<file path="src/sv/ptpi_pkg.sv">
`timescale 1ns / 1ps

package ptpi_pkg;

   // angle / CORDIC datapath widths
   localparam int ANG_W    = 36;
   localparam int CX_W     = 34;
   localparam int TRIG_W   = 32;
   // shared multiplier
   localparam int OPD_W    = 33;
   localparam int PROD_W   = 66;
   localparam int MAC_SHIFT = 24;
   // divider
   localparam int DIV_QBITS = 46;
   localparam int DIV_DW    = 16;

   typedef logic signed [ANG_W-1:0]  ang_type;
   typedef logic signed [CX_W-1:0]   cx_type;
   typedef logic signed [TRIG_W-1:0] trig_type;
   typedef logic signed [OPD_W-1:0]  opd_type;
   typedef logic signed [PROD_W-1:0] acc_type;

   typedef struct packed {
      logic valid;
      logic clear;
      logic negate;
      logic shift;
   } mac_ctl_type;

   localparam ang_type Q30_ONE     = 36'sd1073741824;
   localparam ang_type Q30_PI      = 36'sd3373259426;
   localparam ang_type Q30_HALF_PI = 36'sd1686629713;
   localparam ang_type Q30_TWO_PI  = 36'sd6746518852;
   localparam ang_type Q30_GAIN    = 36'sd652032874;

   localparam logic signed [15:0] TRIG_ONE = 16'sd16384;

   function automatic ang_type atan_q30(input logic [4:0] idx);
      ang_type r;
      unique case (idx)
         5'd0:  r = 36'sd843314857;
         5'd1:  r = 36'sd497837829;
         5'd2:  r = 36'sd263043837;
         5'd3:  r = 36'sd133525159;
         5'd4:  r = 36'sd67021687;
         5'd5:  r = 36'sd33543516;
         5'd6:  r = 36'sd16775851;
         5'd7:  r = 36'sd8388437;
         5'd8:  r = 36'sd4194283;
         5'd9:  r = 36'sd2097149;
         5'd10: r = 36'sd1048576;
         5'd11: r = 36'sd524288;
         5'd12: r = 36'sd262144;
         5'd13: r = 36'sd131072;
         5'd14: r = 36'sd65536;
         5'd15: r = 36'sd32768;
         5'd16: r = 36'sd16384;
         5'd17: r = 36'sd8192;
         5'd18: r = 36'sd4096;
         5'd19: r = 36'sd2048;
         5'd20: r = 36'sd1024;
         5'd21: r = 36'sd512;
         5'd22: r = 36'sd256;
         5'd23: r = 36'sd128;
         5'd24: r = 36'sd64;
         5'd25: r = 36'sd32;
         5'd26: r = 36'sd16;
         5'd27: r = 36'sd8;
         5'd28: r = 36'sd4;
         5'd29: r = 36'sd2;
         default: r = '0;
      endcase
      return r;
   endfunction

   function automatic logic signed [15:0] trig_clamp(input logic signed [15:0] v);
      logic signed [15:0] r;
      if (v > TRIG_ONE) r = TRIG_ONE;
      else if (v < -TRIG_ONE) r = -TRIG_ONE;
      else r = v;
      return r;
   endfunction

endpackage

</file>
<file path="src/sv/ptpi_mac.sv">
`timescale 1ns / 1ps

module ptpi_mac (
   input  logic                              clock,
   input  logic                              reset,
   input  ptpi_pkg::mac_ctl_type             ctl,
   input  logic signed [ptpi_pkg::OPD_W-1:0] a,
   input  logic signed [ptpi_pkg::OPD_W-1:0] b,
   output logic signed [ptpi_pkg::PROD_W-1:0] acc
);
   import ptpi_pkg::*;

   acc_type     prod_ff, acc_ff, term, shifted;
   mac_ctl_type ctl_ff;

   assign shifted = ctl_ff.shift ? (prod_ff <<< MAC_SHIFT) : prod_ff;
   assign term    = ctl_ff.negate ? -shifted : shifted;

   always_ff @(posedge clock) begin
      if (reset) begin
         ctl_ff <= '0;
      end else begin
         ctl_ff <= ctl;
      end
   end

   always_ff @(posedge clock) begin
      prod_ff <= a * b;
      if (ctl_ff.valid) acc_ff <= (ctl_ff.clear ? acc_type'(0) : acc_ff) + term;
   end

   assign acc = acc_ff;

endmodule

</file>
<file path="config.mk">
export PLATFORM = sky130hd
export DESIGN_NAME = ptpi_mac
export DESIGN_NICKNAME = d
export VERILOG_FILES = /design/src/sv/ptpi_pkg.sv /design/src/sv/ptpi_mac.sv
export SDC_FILE = /design/constraint.sdc
export NUM_CORES = 2
export LEC_CHECK = 0
export BUFFER_PORTS_ARGS = -buffer_cell sky130_fd_sc_hd__buf_2
export CORE_MARGIN = 1
export CORE_UTILIZATION = 60
export DETAILED_ROUTE_END_ITERATION = 12
export PLACE_DENSITY = 0.77
export SETUP_SLACK_MARGIN = 0.1
export SLEW_MARGIN = 10
export SYNTH_ARGS = -nofsm -noshare
export SYNTH_HDL_FRONTEND = slang
export SYNTH_SLANG_ARGS = --single-unit
</file>
<file path="constraint.sdc">
create_clock -name clock -period 12.8 [get_ports clock]
set_input_delay 2.56 -clock clock [delete_from_list [all_inputs] [get_ports clock]]
set_output_delay 2.56 -clock clock [all_outputs]
set_load 0.01 [all_outputs]
</file>
==> qor.yml <==
relSlewSlack_pct: 27.1
die-area_mm2: 0.0836
synthMuxAreaShare_pct: 0.908
drive_gt1_share_pct: 4.39
max_cap_viol_count: 0
finalCritPeriodShare_pct: 83.1
cts_buffers: 17
setup_tns_ps: 0
drv_slew: 0
area_growth_syn_to_layout_pct: 3.39
hold_viol: 0
io-pin-count: 138
cts_max_path_buffers: 2
path_clk_slew_ps: 60
final_antenna_net_count: 0
first_pass_iters: 5
cp.required_ps: 13130
final_cell_mix: "1165 x inv_1, 1146 x fa_1, 651 x nand2_1"
arrival_ps: 10970
yosysWarnings: 0
core_area_mm2: 0.0811
grt_pass1_wl_um: 214000
postCtsSetupBuffers: 0
postSynthAreaPerCell_um2: 9.04
yosysTopAreaCellShare_pct: 46.4
synth_top_family_by_area: "adder cells"
synthSimpleGateAreaFrac_pct: 17.3
hpwlAfterDp_um: 107000
synth-seq-area-share_pct: 6.84
fin_crit_ps: 10640
cts_root_buffer: "clkbuf_16"
fillers: 6777
clk_latency_ps: 460
routabilityCongestion: 0.971
use_met2_pct: 51.6
synth-compound-area-share_pct: 7.11
grt_busiest_layer: "met2"
grt_max_degree: 73
vias: 37200
grt_pass1_vias: 39300
synth_area_leader_cell: "fa_1"
hold_class: "reg -> reg"
cp_max_fo: 33
wire_per_inst_um: 20.6
synth-seq-cells: 136
cts_tree: "yes"
holdBufCountCts: 0
synth-edff-count: 66
worst-slew-pin-transition_ps: 1090
fmax_mhz: 94.0
syn_area_mm2: 0.0494
rsz0062_at_grt: "false"
fp.dieW_um: 289
outcome: "complete, no violations"
cts.sinks: 136
dr.first_iter.drc_count: 2757
nNetsFinal: 6864
synth_cell_type_count: 81
synth_xor_xnor_area_share_pct: 3.22
fin_worst_skew_ps: 18.1
ys_top_cells_by_area: "fa_1 46%, inv_1 8.8%, ha_1 7.2%"
antenna_found_initial: 5
cts_resized: 0
synthCells: 5469
layout_commonest_cell: "inv_1"
die_h_um: 289
met3_usage_pct: 8.69
avgViaCountPerCell: 5.78
drt_wl_total_um: 133000
setup_viol: 0
synth_ff_type: "dfxtp_1"
h-tree-depth: 4
synth_fp_nets: 6970
portBuffers: 137
start_util_pct: 61.0
met1_usage_pct: 45.8
end_kind: "flop"
synthArstFlopShare_pct: 0
overflow: 0
startpoint_type: "input pin"
grt_usage_pct: 33.2
path_class: "in -> reg"
whs_ps: 730
synthAdderAreaFrac_pct: 53.6
rows: 104
drc: 0
-- flip-flops by register name, indices dropped and copies added (netlist names) --
register,count
acc,66
ctl_ff,4
prod_ff,66
-- layout make-up --
class	count	area, um2	area share [%]
Inverter	1165	4370	8.55
Tap cell	1060	1330	2.59
Multi-Input combinational cell	3886	40600	79.4
Clock inverter	12	113	0.220
Antenna cell	2	5.00	0.00979
Timing Repair Buffer	157	836	1.63
Sequential cell	136	3390	6.63
Clock buffer	19	464	0.908
-- cells by family (layout without fill, tap and decap cells) --
logic type | after synthesis | in the layout
other | 0 | 2
buffers and inverters | 1447 | 1353
and+or+nand+nor | 1691 | 1691
DFF | 136 | 136
xor gates and xnor gates | 182 | 182
AOI/OAI and AO/OA | 540 | 540
muxes | 44 | 44
adders and majority gates | 1429 | 1429
-- cells in the mapped netlist, drive strengths merged, types with 6 or more instances --
library cell	instances
o31ai	22
a21o	89
fa	1146
clkbuf	270
nand3	40
o22ai	10
o21bai	21
nor4	16
mux2i	37
a21boi	10
nor3b	15
and3	17
nor2b	93
nor2	146
inv	1165
a221oi	7
dfxtp	70
xnor2	101
a21oi	150
mux2	7
nand4	32
ha	283
o211ai	16
a31oi	20
nand2	653
xor2	81
and2	554
nor3	53
o41ai	7
edfxtp	66
o21a	15
nand2b	26
o21ai	101
or2	14
a211o	6
a211oi	23
or3	12
buf	12
-- worst paths after layout --
check / start / to / slack [ps] / cells past startpoint
setup / recovery: a[32] / prod_ff[65] / 2160 / 25
hold / removal: acc[0] / acc[0] / 730 / 2
setup reg to reg: ctl_ff[0] / acc[57] / 6430 / 17
hold reg to reg: acc[0] / acc[0] / 730 / 2
-- layer usage --
metal | part of all wire, % | wire (um)
met5 | 0.0075 | 10
met4 | 3.2 | 4260
met3 | 11 | 14900
met2 | 45 | 59200
met1 | 41 | 54400
-- metrics by stage --
stage                     cells  cell area, um2  setup WS [ps]  utilization (%)
final                      6437           51100           2160             63.1
after global routing       6437           51100           1740             63.1
after CTS                  6435           51100           2220             63.1
after detailed placement   6404           50500           1780             62.4
after global placement     6404           50500           1930             62.4
after floorplan            5469           49400           2790                -
-- worst max-delay path: stages --
cell and delay [ps]:
buf_2 510, nand2_1 270, inv_1 140, fa_1 470, inv_1 170, fa_1 440
inv_1 210, fa_1 510, fa_1 1200, fa_1 580, fa_1 500, fa_1 500
inv_1 50, fa_1 470, inv_1 40, ha_1 360, a21o_1 210, a21o_1 190
a21oi_1 140, nand3_1 80, a2111oi_0 330, nor3_1 120, o221ai_1 430, nor2_1 90
or3_1 370
Power is left out: the tool's default activity adds up to more than one toggle a clock period on the data nets, which glitch-free logic cannot reach.
