<file path="src/sv/ptpi_pkg.sv">
`timescale 1ns / 1ps

package ptpi_pkg;

   // angle / CORDIC datapath widths
   localparam int ANG_W    = 36;
   localparam int CX_W     = 34;
   localparam int TRIG_W   = 32;
   // shared multiplier
   localparam int OPD_W    = 33;
   localparam int PROD_W   = 66;
   localparam int MAC_SHIFT = 24;
   // divider
   localparam int DIV_QBITS = 46;
   localparam int DIV_DW    = 16;

   typedef logic signed [ANG_W-1:0]  ang_type;
   typedef logic signed [CX_W-1:0]   cx_type;
   typedef logic signed [TRIG_W-1:0] trig_type;
   typedef logic signed [OPD_W-1:0]  opd_type;
   typedef logic signed [PROD_W-1:0] acc_type;

   typedef struct packed {
      logic valid;
      logic clear;
      logic negate;
      logic shift;
   } mac_ctl_type;

   localparam ang_type Q30_ONE     = 36'sd1073741824;
   localparam ang_type Q30_PI      = 36'sd3373259426;
   localparam ang_type Q30_HALF_PI = 36'sd1686629713;
   localparam ang_type Q30_TWO_PI  = 36'sd6746518852;
   localparam ang_type Q30_GAIN    = 36'sd652032874;

   localparam logic signed [15:0] TRIG_ONE = 16'sd16384;

   function automatic ang_type atan_q30(input logic [4:0] idx);
      ang_type r;
      unique case (idx)
         5'd0:  r = 36'sd843314857;
         5'd1:  r = 36'sd497837829;
         5'd2:  r = 36'sd263043837;
         5'd3:  r = 36'sd133525159;
         5'd4:  r = 36'sd67021687;
         5'd5:  r = 36'sd33543516;
         5'd6:  r = 36'sd16775851;
         5'd7:  r = 36'sd8388437;
         5'd8:  r = 36'sd4194283;
         5'd9:  r = 36'sd2097149;
         5'd10: r = 36'sd1048576;
         5'd11: r = 36'sd524288;
         5'd12: r = 36'sd262144;
         5'd13: r = 36'sd131072;
         5'd14: r = 36'sd65536;
         5'd15: r = 36'sd32768;
         5'd16: r = 36'sd16384;
         5'd17: r = 36'sd8192;
         5'd18: r = 36'sd4096;
         5'd19: r = 36'sd2048;
         5'd20: r = 36'sd1024;
         5'd21: r = 36'sd512;
         5'd22: r = 36'sd256;
         5'd23: r = 36'sd128;
         5'd24: r = 36'sd64;
         5'd25: r = 36'sd32;
         5'd26: r = 36'sd16;
         5'd27: r = 36'sd8;
         5'd28: r = 36'sd4;
         5'd29: r = 36'sd2;
         default: r = '0;
      endcase
      return r;
   endfunction

   function automatic logic signed [15:0] trig_clamp(input logic signed [15:0] v);
      logic signed [15:0] r;
      if (v > TRIG_ONE) r = TRIG_ONE;
      else if (v < -TRIG_ONE) r = -TRIG_ONE;
      else r = v;
      return r;
   endfunction

endpackage

</file>
<file path="src/sv/ptpi_divider.sv">
`timescale 1ns / 1ps

module ptpi_divider (
   input  logic                               clock,
   input  logic                               reset,
   input  logic                               start,
   input  logic [ptpi_pkg::DIV_QBITS-1:0]     dividend,
   input  logic [ptpi_pkg::DIV_DW-1:0]        divisor,
   output logic                               done,
   output logic [ptpi_pkg::DIV_QBITS-1:0]     quotient
);
   import ptpi_pkg::*;

   localparam int CW = $clog2(DIV_QBITS + 1);

   logic [DIV_QBITS-1:0] dvd_ff;
   logic [DIV_DW-1:0]    dvs_ff, rem_ff;
   logic [CW-1:0]        cnt_ff;
   logic                 busy_ff, done_ff;
   logic [DIV_DW:0]      sh, diff;
   logic                 ge;

   // restoring division, one quotient bit per cycle
   assign sh   = {rem_ff, dvd_ff[DIV_QBITS-1]};
   assign ge   = sh >= {1'b0, dvs_ff};
   assign diff = sh - {1'b0, dvs_ff};

   always_ff @(posedge clock) begin
      if (reset) begin
         busy_ff <= 1'b0;
         done_ff <= 1'b0;
      end else begin
         done_ff <= 1'b0;
         if (start) begin
            dvd_ff  <= dividend;
            dvs_ff  <= divisor;
            rem_ff  <= '0;
            cnt_ff  <= CW'(DIV_QBITS);
            busy_ff <= 1'b1;
         end else if (busy_ff) begin
            rem_ff <= ge ? diff[DIV_DW-1:0] : sh[DIV_DW-1:0];
            dvd_ff <= {dvd_ff[DIV_QBITS-2:0], ge};
            cnt_ff <= cnt_ff - 1'b1;
            if (cnt_ff == CW'(1)) begin
               busy_ff <= 1'b0;
               done_ff <= 1'b1;
            end
         end
      end
   end

   assign done     = done_ff;
   assign quotient = dvd_ff;

endmodule

</file>
<file path="config.mk">
export PLATFORM = sky130hd
export DESIGN_NAME = ptpi_divider
export DESIGN_NICKNAME = d
export VERILOG_FILES = /design/src/sv/ptpi_pkg.sv /design/src/sv/ptpi_divider.sv
export SDC_FILE = /design/constraint.sdc
export NUM_CORES = 1
export LEC_CHECK = 0
export CAP_MARGIN = 25
export CORE_ASPECT_RATIO = 1.1
export CORE_MARGIN = 1
export CORE_UTILIZATION = 35
export CTS_CLUSTER_DIAMETER = 120
export DETAILED_ROUTE_END_ITERATION = 8
export DONT_BUFFER_PORTS = 1
export PLACE_DENSITY = 0.45
export SETUP_SLACK_MARGIN = 0.3
export SKIP_CTS_REPAIR_TIMING = 1
export SLEW_MARGIN = 20
export SYNTH_ARGS = -nofsm -noshare
export SYNTH_HDL_FRONTEND = slang
export SYNTH_SLANG_ARGS = --single-unit
</file>
<file path="constraint.sdc">
create_clock -name clock -period 9.3 [get_ports clock]
set_input_delay 0.465 -clock clock [delete_from_list [all_inputs] [get_ports clock]]
set_output_delay 0.465 -clock clock [all_outputs]
set_load 0.1 [all_outputs]
</file>
==> impl_metrics.yaml, run 1 <==
outcome:
  status: "complete, no violations"
floorplanning:
  core_area_mm2: 0.0126
  dieHeight_um: 122
  die_area_mm2: 0.0135
  start_util: 0.360
  die_w_um: 111
  num_rows: 43
  ios: 112
worst_setup_path:
  required_ns: 9.45
  worstSetupEndpointType: "register"
  critPathKind: "register to register"
  worstPathMaxFanout: 12
  cp_data_arrival_time_ns: 3.58
  critPathLaunchType: "register"
cts:
  worstSkewPairLatency_ns: 0.34
  cts_made_buffers: 9
  cts_buffer_depth: 2
  numClockSinks: 86
  htree_levels: 3
  clock_tree.root_cell: "clkbuf_16"
  cts.clk_slew.worst_paths_ns: 0.07
  cts_tree: "built"
cells_and_area:
  final_cell_mix: "84 x edfxtp_1, 46 x mux2_2, 22 x inv_1, 22 x a21oi_1, 19 x nand2_1"
  final_common_cell: "edfxtp_1"
  area_growth_pct: 9.75
  drive_gt1_frac: 0.205
  n_antenna_cell: 0
  fin_cells: 523
  nets: 445
  fin_area_mm2: 0.00500
placed_design:
  port_buffers: 0
  hpwl_mm: 6.38
  gp_congestion: 0.779
  placed_cells: 506
  postPlaceCellArea_mm2: 0.00470
sta:
  period_minus_slack_ns: 3.43
  finalSetupViolations: 0
  fin_skew_ns: 0.00677
  period_share: 0.369
  maxSlewViolCount: 0
  tns_ns: 0
  final-hold-violation-count: 0
  slew-limit-headroom: 0.351
  max_freq_mhz: 291
  worstMarginPinSlew_ns: 0.974
  rsz0062_at_grt: "no"
synth:
  synth_warnings: 0
  syn-cell-area_mm2: 0.00456
  synth_flop_cell: "edfxtp_1"
  ys_async_sr_fraction: 0
  synth-compound-area-share: 0.126
  synth_edf_count: 84
  avgSynthCellArea_um2: 12.6
  synth_fa_ha_area_frac: 0.0538
  synthXorXnorAreaFrac: 0.0211
  ys_seq_elements: 86
  synth.distinct_cells: 47
  synth_top_family_by_area: "compound AO/OA/AOI/OAI gates"
  synth_fp_nets: 446
  synth-simple-area-share: 0.0840
  synth.area.mux_share: 0.114
  synthCells: 362
  seq_area_frac_synth: 0.562
power_and_ir_drop:
  power_density_mw_per_mm2: 224
  p_int_mw: 0.733
  power.share.clock: 0.317
  vdd_drop_max_v: 0.000106
  p_sw_frac: 0.345
  leakage_nw: 1.78
  power_switching_mw: 0.386
  p_seq_frac: 0.514
  p_comb_frac: 0.169
global_route:
  grt_pass1_wl_mm: 14.6
  grt.overflow.total: 0
  antenna_found_initial: 0
  first_global_vias: 2801
  met3_usage: 0.0358
  grt_max_degree: 69
  busiest_layer: "met2"
  use_met2: 0.217
  gr-usage-met1: 0.188
  grt_usage: 0.141
detailed_routing:
  final_antenna_net_count: 0
  wl_per_cell_um: 17.9
  drt_iter0_markers: 120
  wl_mm: 9.38
  drt-pass1-iter-count: 4
  drc: 0
  dr_total_vias: 2818
  vias_per_cell: 5.39
worst_hold_path:
  hold_path.class: "input port to register"
run:
  maxCapViolations: 0
worst paths after layout:
kind                startpoint  slack [ns]  depth (start not counted)         end
setup / recovery  quotient[45]        5.87                          8  rem_ff[15]
hold / removal           reset        0.19                          1     busy_ff
setup reg to reg  quotient[45]        5.87                          8  rem_ff[15]
hold reg to reg        busy_ff        0.51                          1        done
routing by layer:
metal / vias to the layer above / part of all wire
met5: - / 0
met4: 0 / 0.021
met3: 15 / 0.050
met2: 83 / 0.46
met1: 1344 / 0.47
li1: 1376 / -
cell type report:
cell class                      instances  area [um2]
Sequential cell                        86        2560
Multi-Input combinational cell        238        1840
Inverter                               22        82.6
Clock buffer                            9         225
Tap cell                              157         196
Timing Repair Buffer                    4        33.8
Fill cell                            1168        7640
Clock inverter                          7        63.8
cells in the mapped netlist, types with 3 or more instances:
master,number,area share
mux2_2,46,0.11
a31oi_1,4,0.0055
a211oi_1,4,0.0066
buf_1,3,0.0025
nor2b_1,4,0.0055
or3_1,4,0.0055
xnor2_1,8,0.015
nor2_1,19,0.016
xor2_1,3,0.0058
nand2_1,19,0.016
nor3_1,6,0.0066
o31ai_1,3,0.0049
buf_6,4,0.0099
nand3_1,7,0.0077
edfxtp_1,84,0.55
a21o_1,5,0.0082
o21ai_0,17,0.019
nand2b_1,4,0.0055
inv_1,22,0.018
o211ai_1,4,0.0066
a21oi_1,22,0.024
o21a_1,4,0.0066
clkbuf_1,8,0.0066
o21ai_1,6,0.0066
nand4_1,7,0.0096
ha_1,18,0.049
through the flow:
| stage | setup slack [ns] | utilization | total power, mW | hold slack (ns) |
|---|---|---|---|---|
| floorplan | 4.79 | - | 0.738 | 0.466 |
| global placement | 5.82 | 0.370 | 0.769 | 0.494 |
| detailed placement | 5.83 | 0.372 | 0.773 | 0.489 |
| CTS | 5.80 | 0.395 | 1.13 | 0.179 |
| global route | 5.48 | 0.395 | 1.17 | 0.174 |
| finish | 5.87 | 0.395 | 1.12 | 0.191 |
critical path, cell delays in order, from the launching register on:
cell and delay (ns):
edfxtp_1 1.00, inv_1 0.10, ha_1 0.33, nand2_1 0.05
nor4_1 0.35, nand2b_1 0.26, a311o_1 0.50, nand2_1 0.26
o41ai_1 0.40
power groups by stage:
stage               Clock, mW  Sequential, mW  Combinational [mW]
detailed placement          0           0.583               0.190
finish                  0.355           0.575               0.190
global route            0.383           0.578               0.213
CTS                     0.366           0.576               0.190
global placement            0           0.584               0.185
floorplan                   0           0.579               0.159
sequential cells by signal (all words and copies together) (netlist names):
signal	flops
quotient	46
dvs_ff	16
rem_ff	16
cnt_ff	6
busy_ff	1
done	1
kinds of logic after synthesis:
logic type | Yosys count
flip-flops | 86
AO/OA/AOI/OAI | 85
AND/OR/NAND/NOR | 77
multiplexers | 46
buffers and inverters | 38
adder cells (fa/ha/maj) | 19
XOR/XNOR | 11
No activity file was read; power rests on OpenSTA's default activity.
==> run 2: changes to the inputs <==
clock period = 3.4 ns   (was 9.3 ns; I/O delays follow)
==> impl_metrics.yaml, run 2 (synthesis gave the netlist of run 1 again) <==
floorplanning:
  num_rows: 43
  die_w_um: 111
  core_area_mm2: 0.0126
  die_area_mm2: 0.0135
  start_util: 0.360
  dieHeight_um: 122
  ios: 112
detailed_routing:
  wl_mm: 9.82
  dr_total_vias: 2875
  vias_per_cell: 5.28
  wl_per_cell_um: 18.0
  drt_iter0_markers: 184
  drt-pass1-iter-count: 5
  drc: 0
  final_antenna_net_count: 0
worst_hold_path:
  hold_path.class: "input port to register"
cts:
  cts_buffer_depth: 2
  worstSkewPairLatency_ns: 0.35
  cts_made_buffers: 9
  htree_levels: 3
  clock_tree.root_cell: "clkbuf_16"
  cts.clk_slew.worst_paths_ns: 0.07
  numClockSinks: 86
  cts_tree: "built"
placed_design:
  hpwl_mm: 6.70
  port_buffers: 0
  gp_congestion: 0.799
worst_setup_path:
  critPathLaunchType: "register"
  critPathKind: "register to register"
  required_ns: 3.49
  worstPathMaxFanout: 12
  worstSetupEndpointType: "register"
  cp_data_arrival_time_ns: 2.88
sta:
  period_minus_slack_ns: 2.79
  period_share: 0.820
  worstMarginPinSlew_ns: 0.962
  max_freq_mhz: 359
  maxSlewViolCount: 0
  final-hold-violation-count: 0
  fin_skew_ns: 0.00734
  tns_ns: 0
  slew-limit-headroom: 0.359
  finalSetupViolations: 0
  rsz0062_at_grt: "no"
power_and_ir_drop:
  vdd_drop_max_v: 0.000300
  leakage_nw: 1.88
  power_density_mw_per_mm2: 600
global_route:
  grt.overflow.total: 0
  grt_pass1_wl_mm: 15.2
  antenna_found_initial: 0
  grt_max_degree: 67
  grt_usage: 0.147
  first_global_vias: 2963
cells_and_area:
  area_growth_pct: 14.4
  drive_gt1_frac: 0.204
  n_antenna_cell: 0
  nets: 466
  nFillCells: 1207
  post-route-util: 0.412
  final_common_cell: "edfxtp_1"
  final_cell_mix: "84 x edfxtp_1, 46 x mux2_2, 22 x inv_1, 22 x a21oi_1, 19 x nand2_1"
  largest_reg_flops: 46
run:
  maxCapViolations: 0
outcome:
  status: "complete, no violations"
## run 2: area by class of cell
cell class                      count  area (um2)  area share
Clock buffer                        9         225      0.0432
Clock inverter                      7        78.8      0.0151
Inverter                           22        82.6      0.0158
Multi-Input combinational cell    238        1830       0.350
Sequential cell                    86        2560       0.491
Tap cell                          157         196      0.0377
Timing Repair Buffer               25         243      0.0466
## run 2: worst paths after layout
check	start	endpoint	slack [ns]	cells after the start
hold / removal	start	cnt_ff[0]	0.03	1
setup / recovery	rem_ff[7]	quotient[0]	0.61	7
hold reg to reg	busy_ff	done	0.50	1
setup reg to reg	rem_ff[7]	quotient[0]	0.61	7
## run 2: metal layers
| metal | share of wire | wire, um | global-route usage |
|---|---|---|---|
| met5 | 0 | 0 | 0 |
| met3 | 0.055 | 542 | 0.0388 |
| met2 | 0.48 | 4670 | 0.240 |
| met1 | 0.44 | 4330 | 0.178 |
| met4 | 0.027 | 265 | 0.0842 |
## run 2: report_power, final
part	internal, mW	leakage, nW	switching [mW]
combinational	0.238	0.917	0.312
clock	0.578	0.146	0.434
sequential	1.27	0.815	0.294
total	2.09	1.88	1.04
## run 2: per-stage QoR
| step | setup WS [ns] | power, mW | hold slack (ns) | instances | cell area [um2] |
|---|---|---|---|---|---|
| 2_1_floorplan | 0.324 | 2.02 | 0.248 | 362 | 4560 |
| 3_3_place_gp | 0.542 | 2.13 | 0.253 | 511 | 4740 |
| 3_5_place_dp | 0.413 | 2.12 | 0.256 | 511 | 4740 |
| 4_1_cts | 0.391 | 3.16 | -0.119 | 527 | 5040 |
| 5_1_grt | 0.354 | 3.26 | 0.00693 | 544 | 5210 |
| 6_report | 0.612 | 3.13 | 0.0268 | 544 | 5210 |
## run 2: critical path, cell delays in order (launching register included)
cell      delay (ns)
edfxtp_1        0.39
ha_1            0.44
a21oi_4         0.21
nand2_1         0.08
or4_4           0.55
a311o_2         0.51
nand2_1         0.23
o21ai_0         0.12
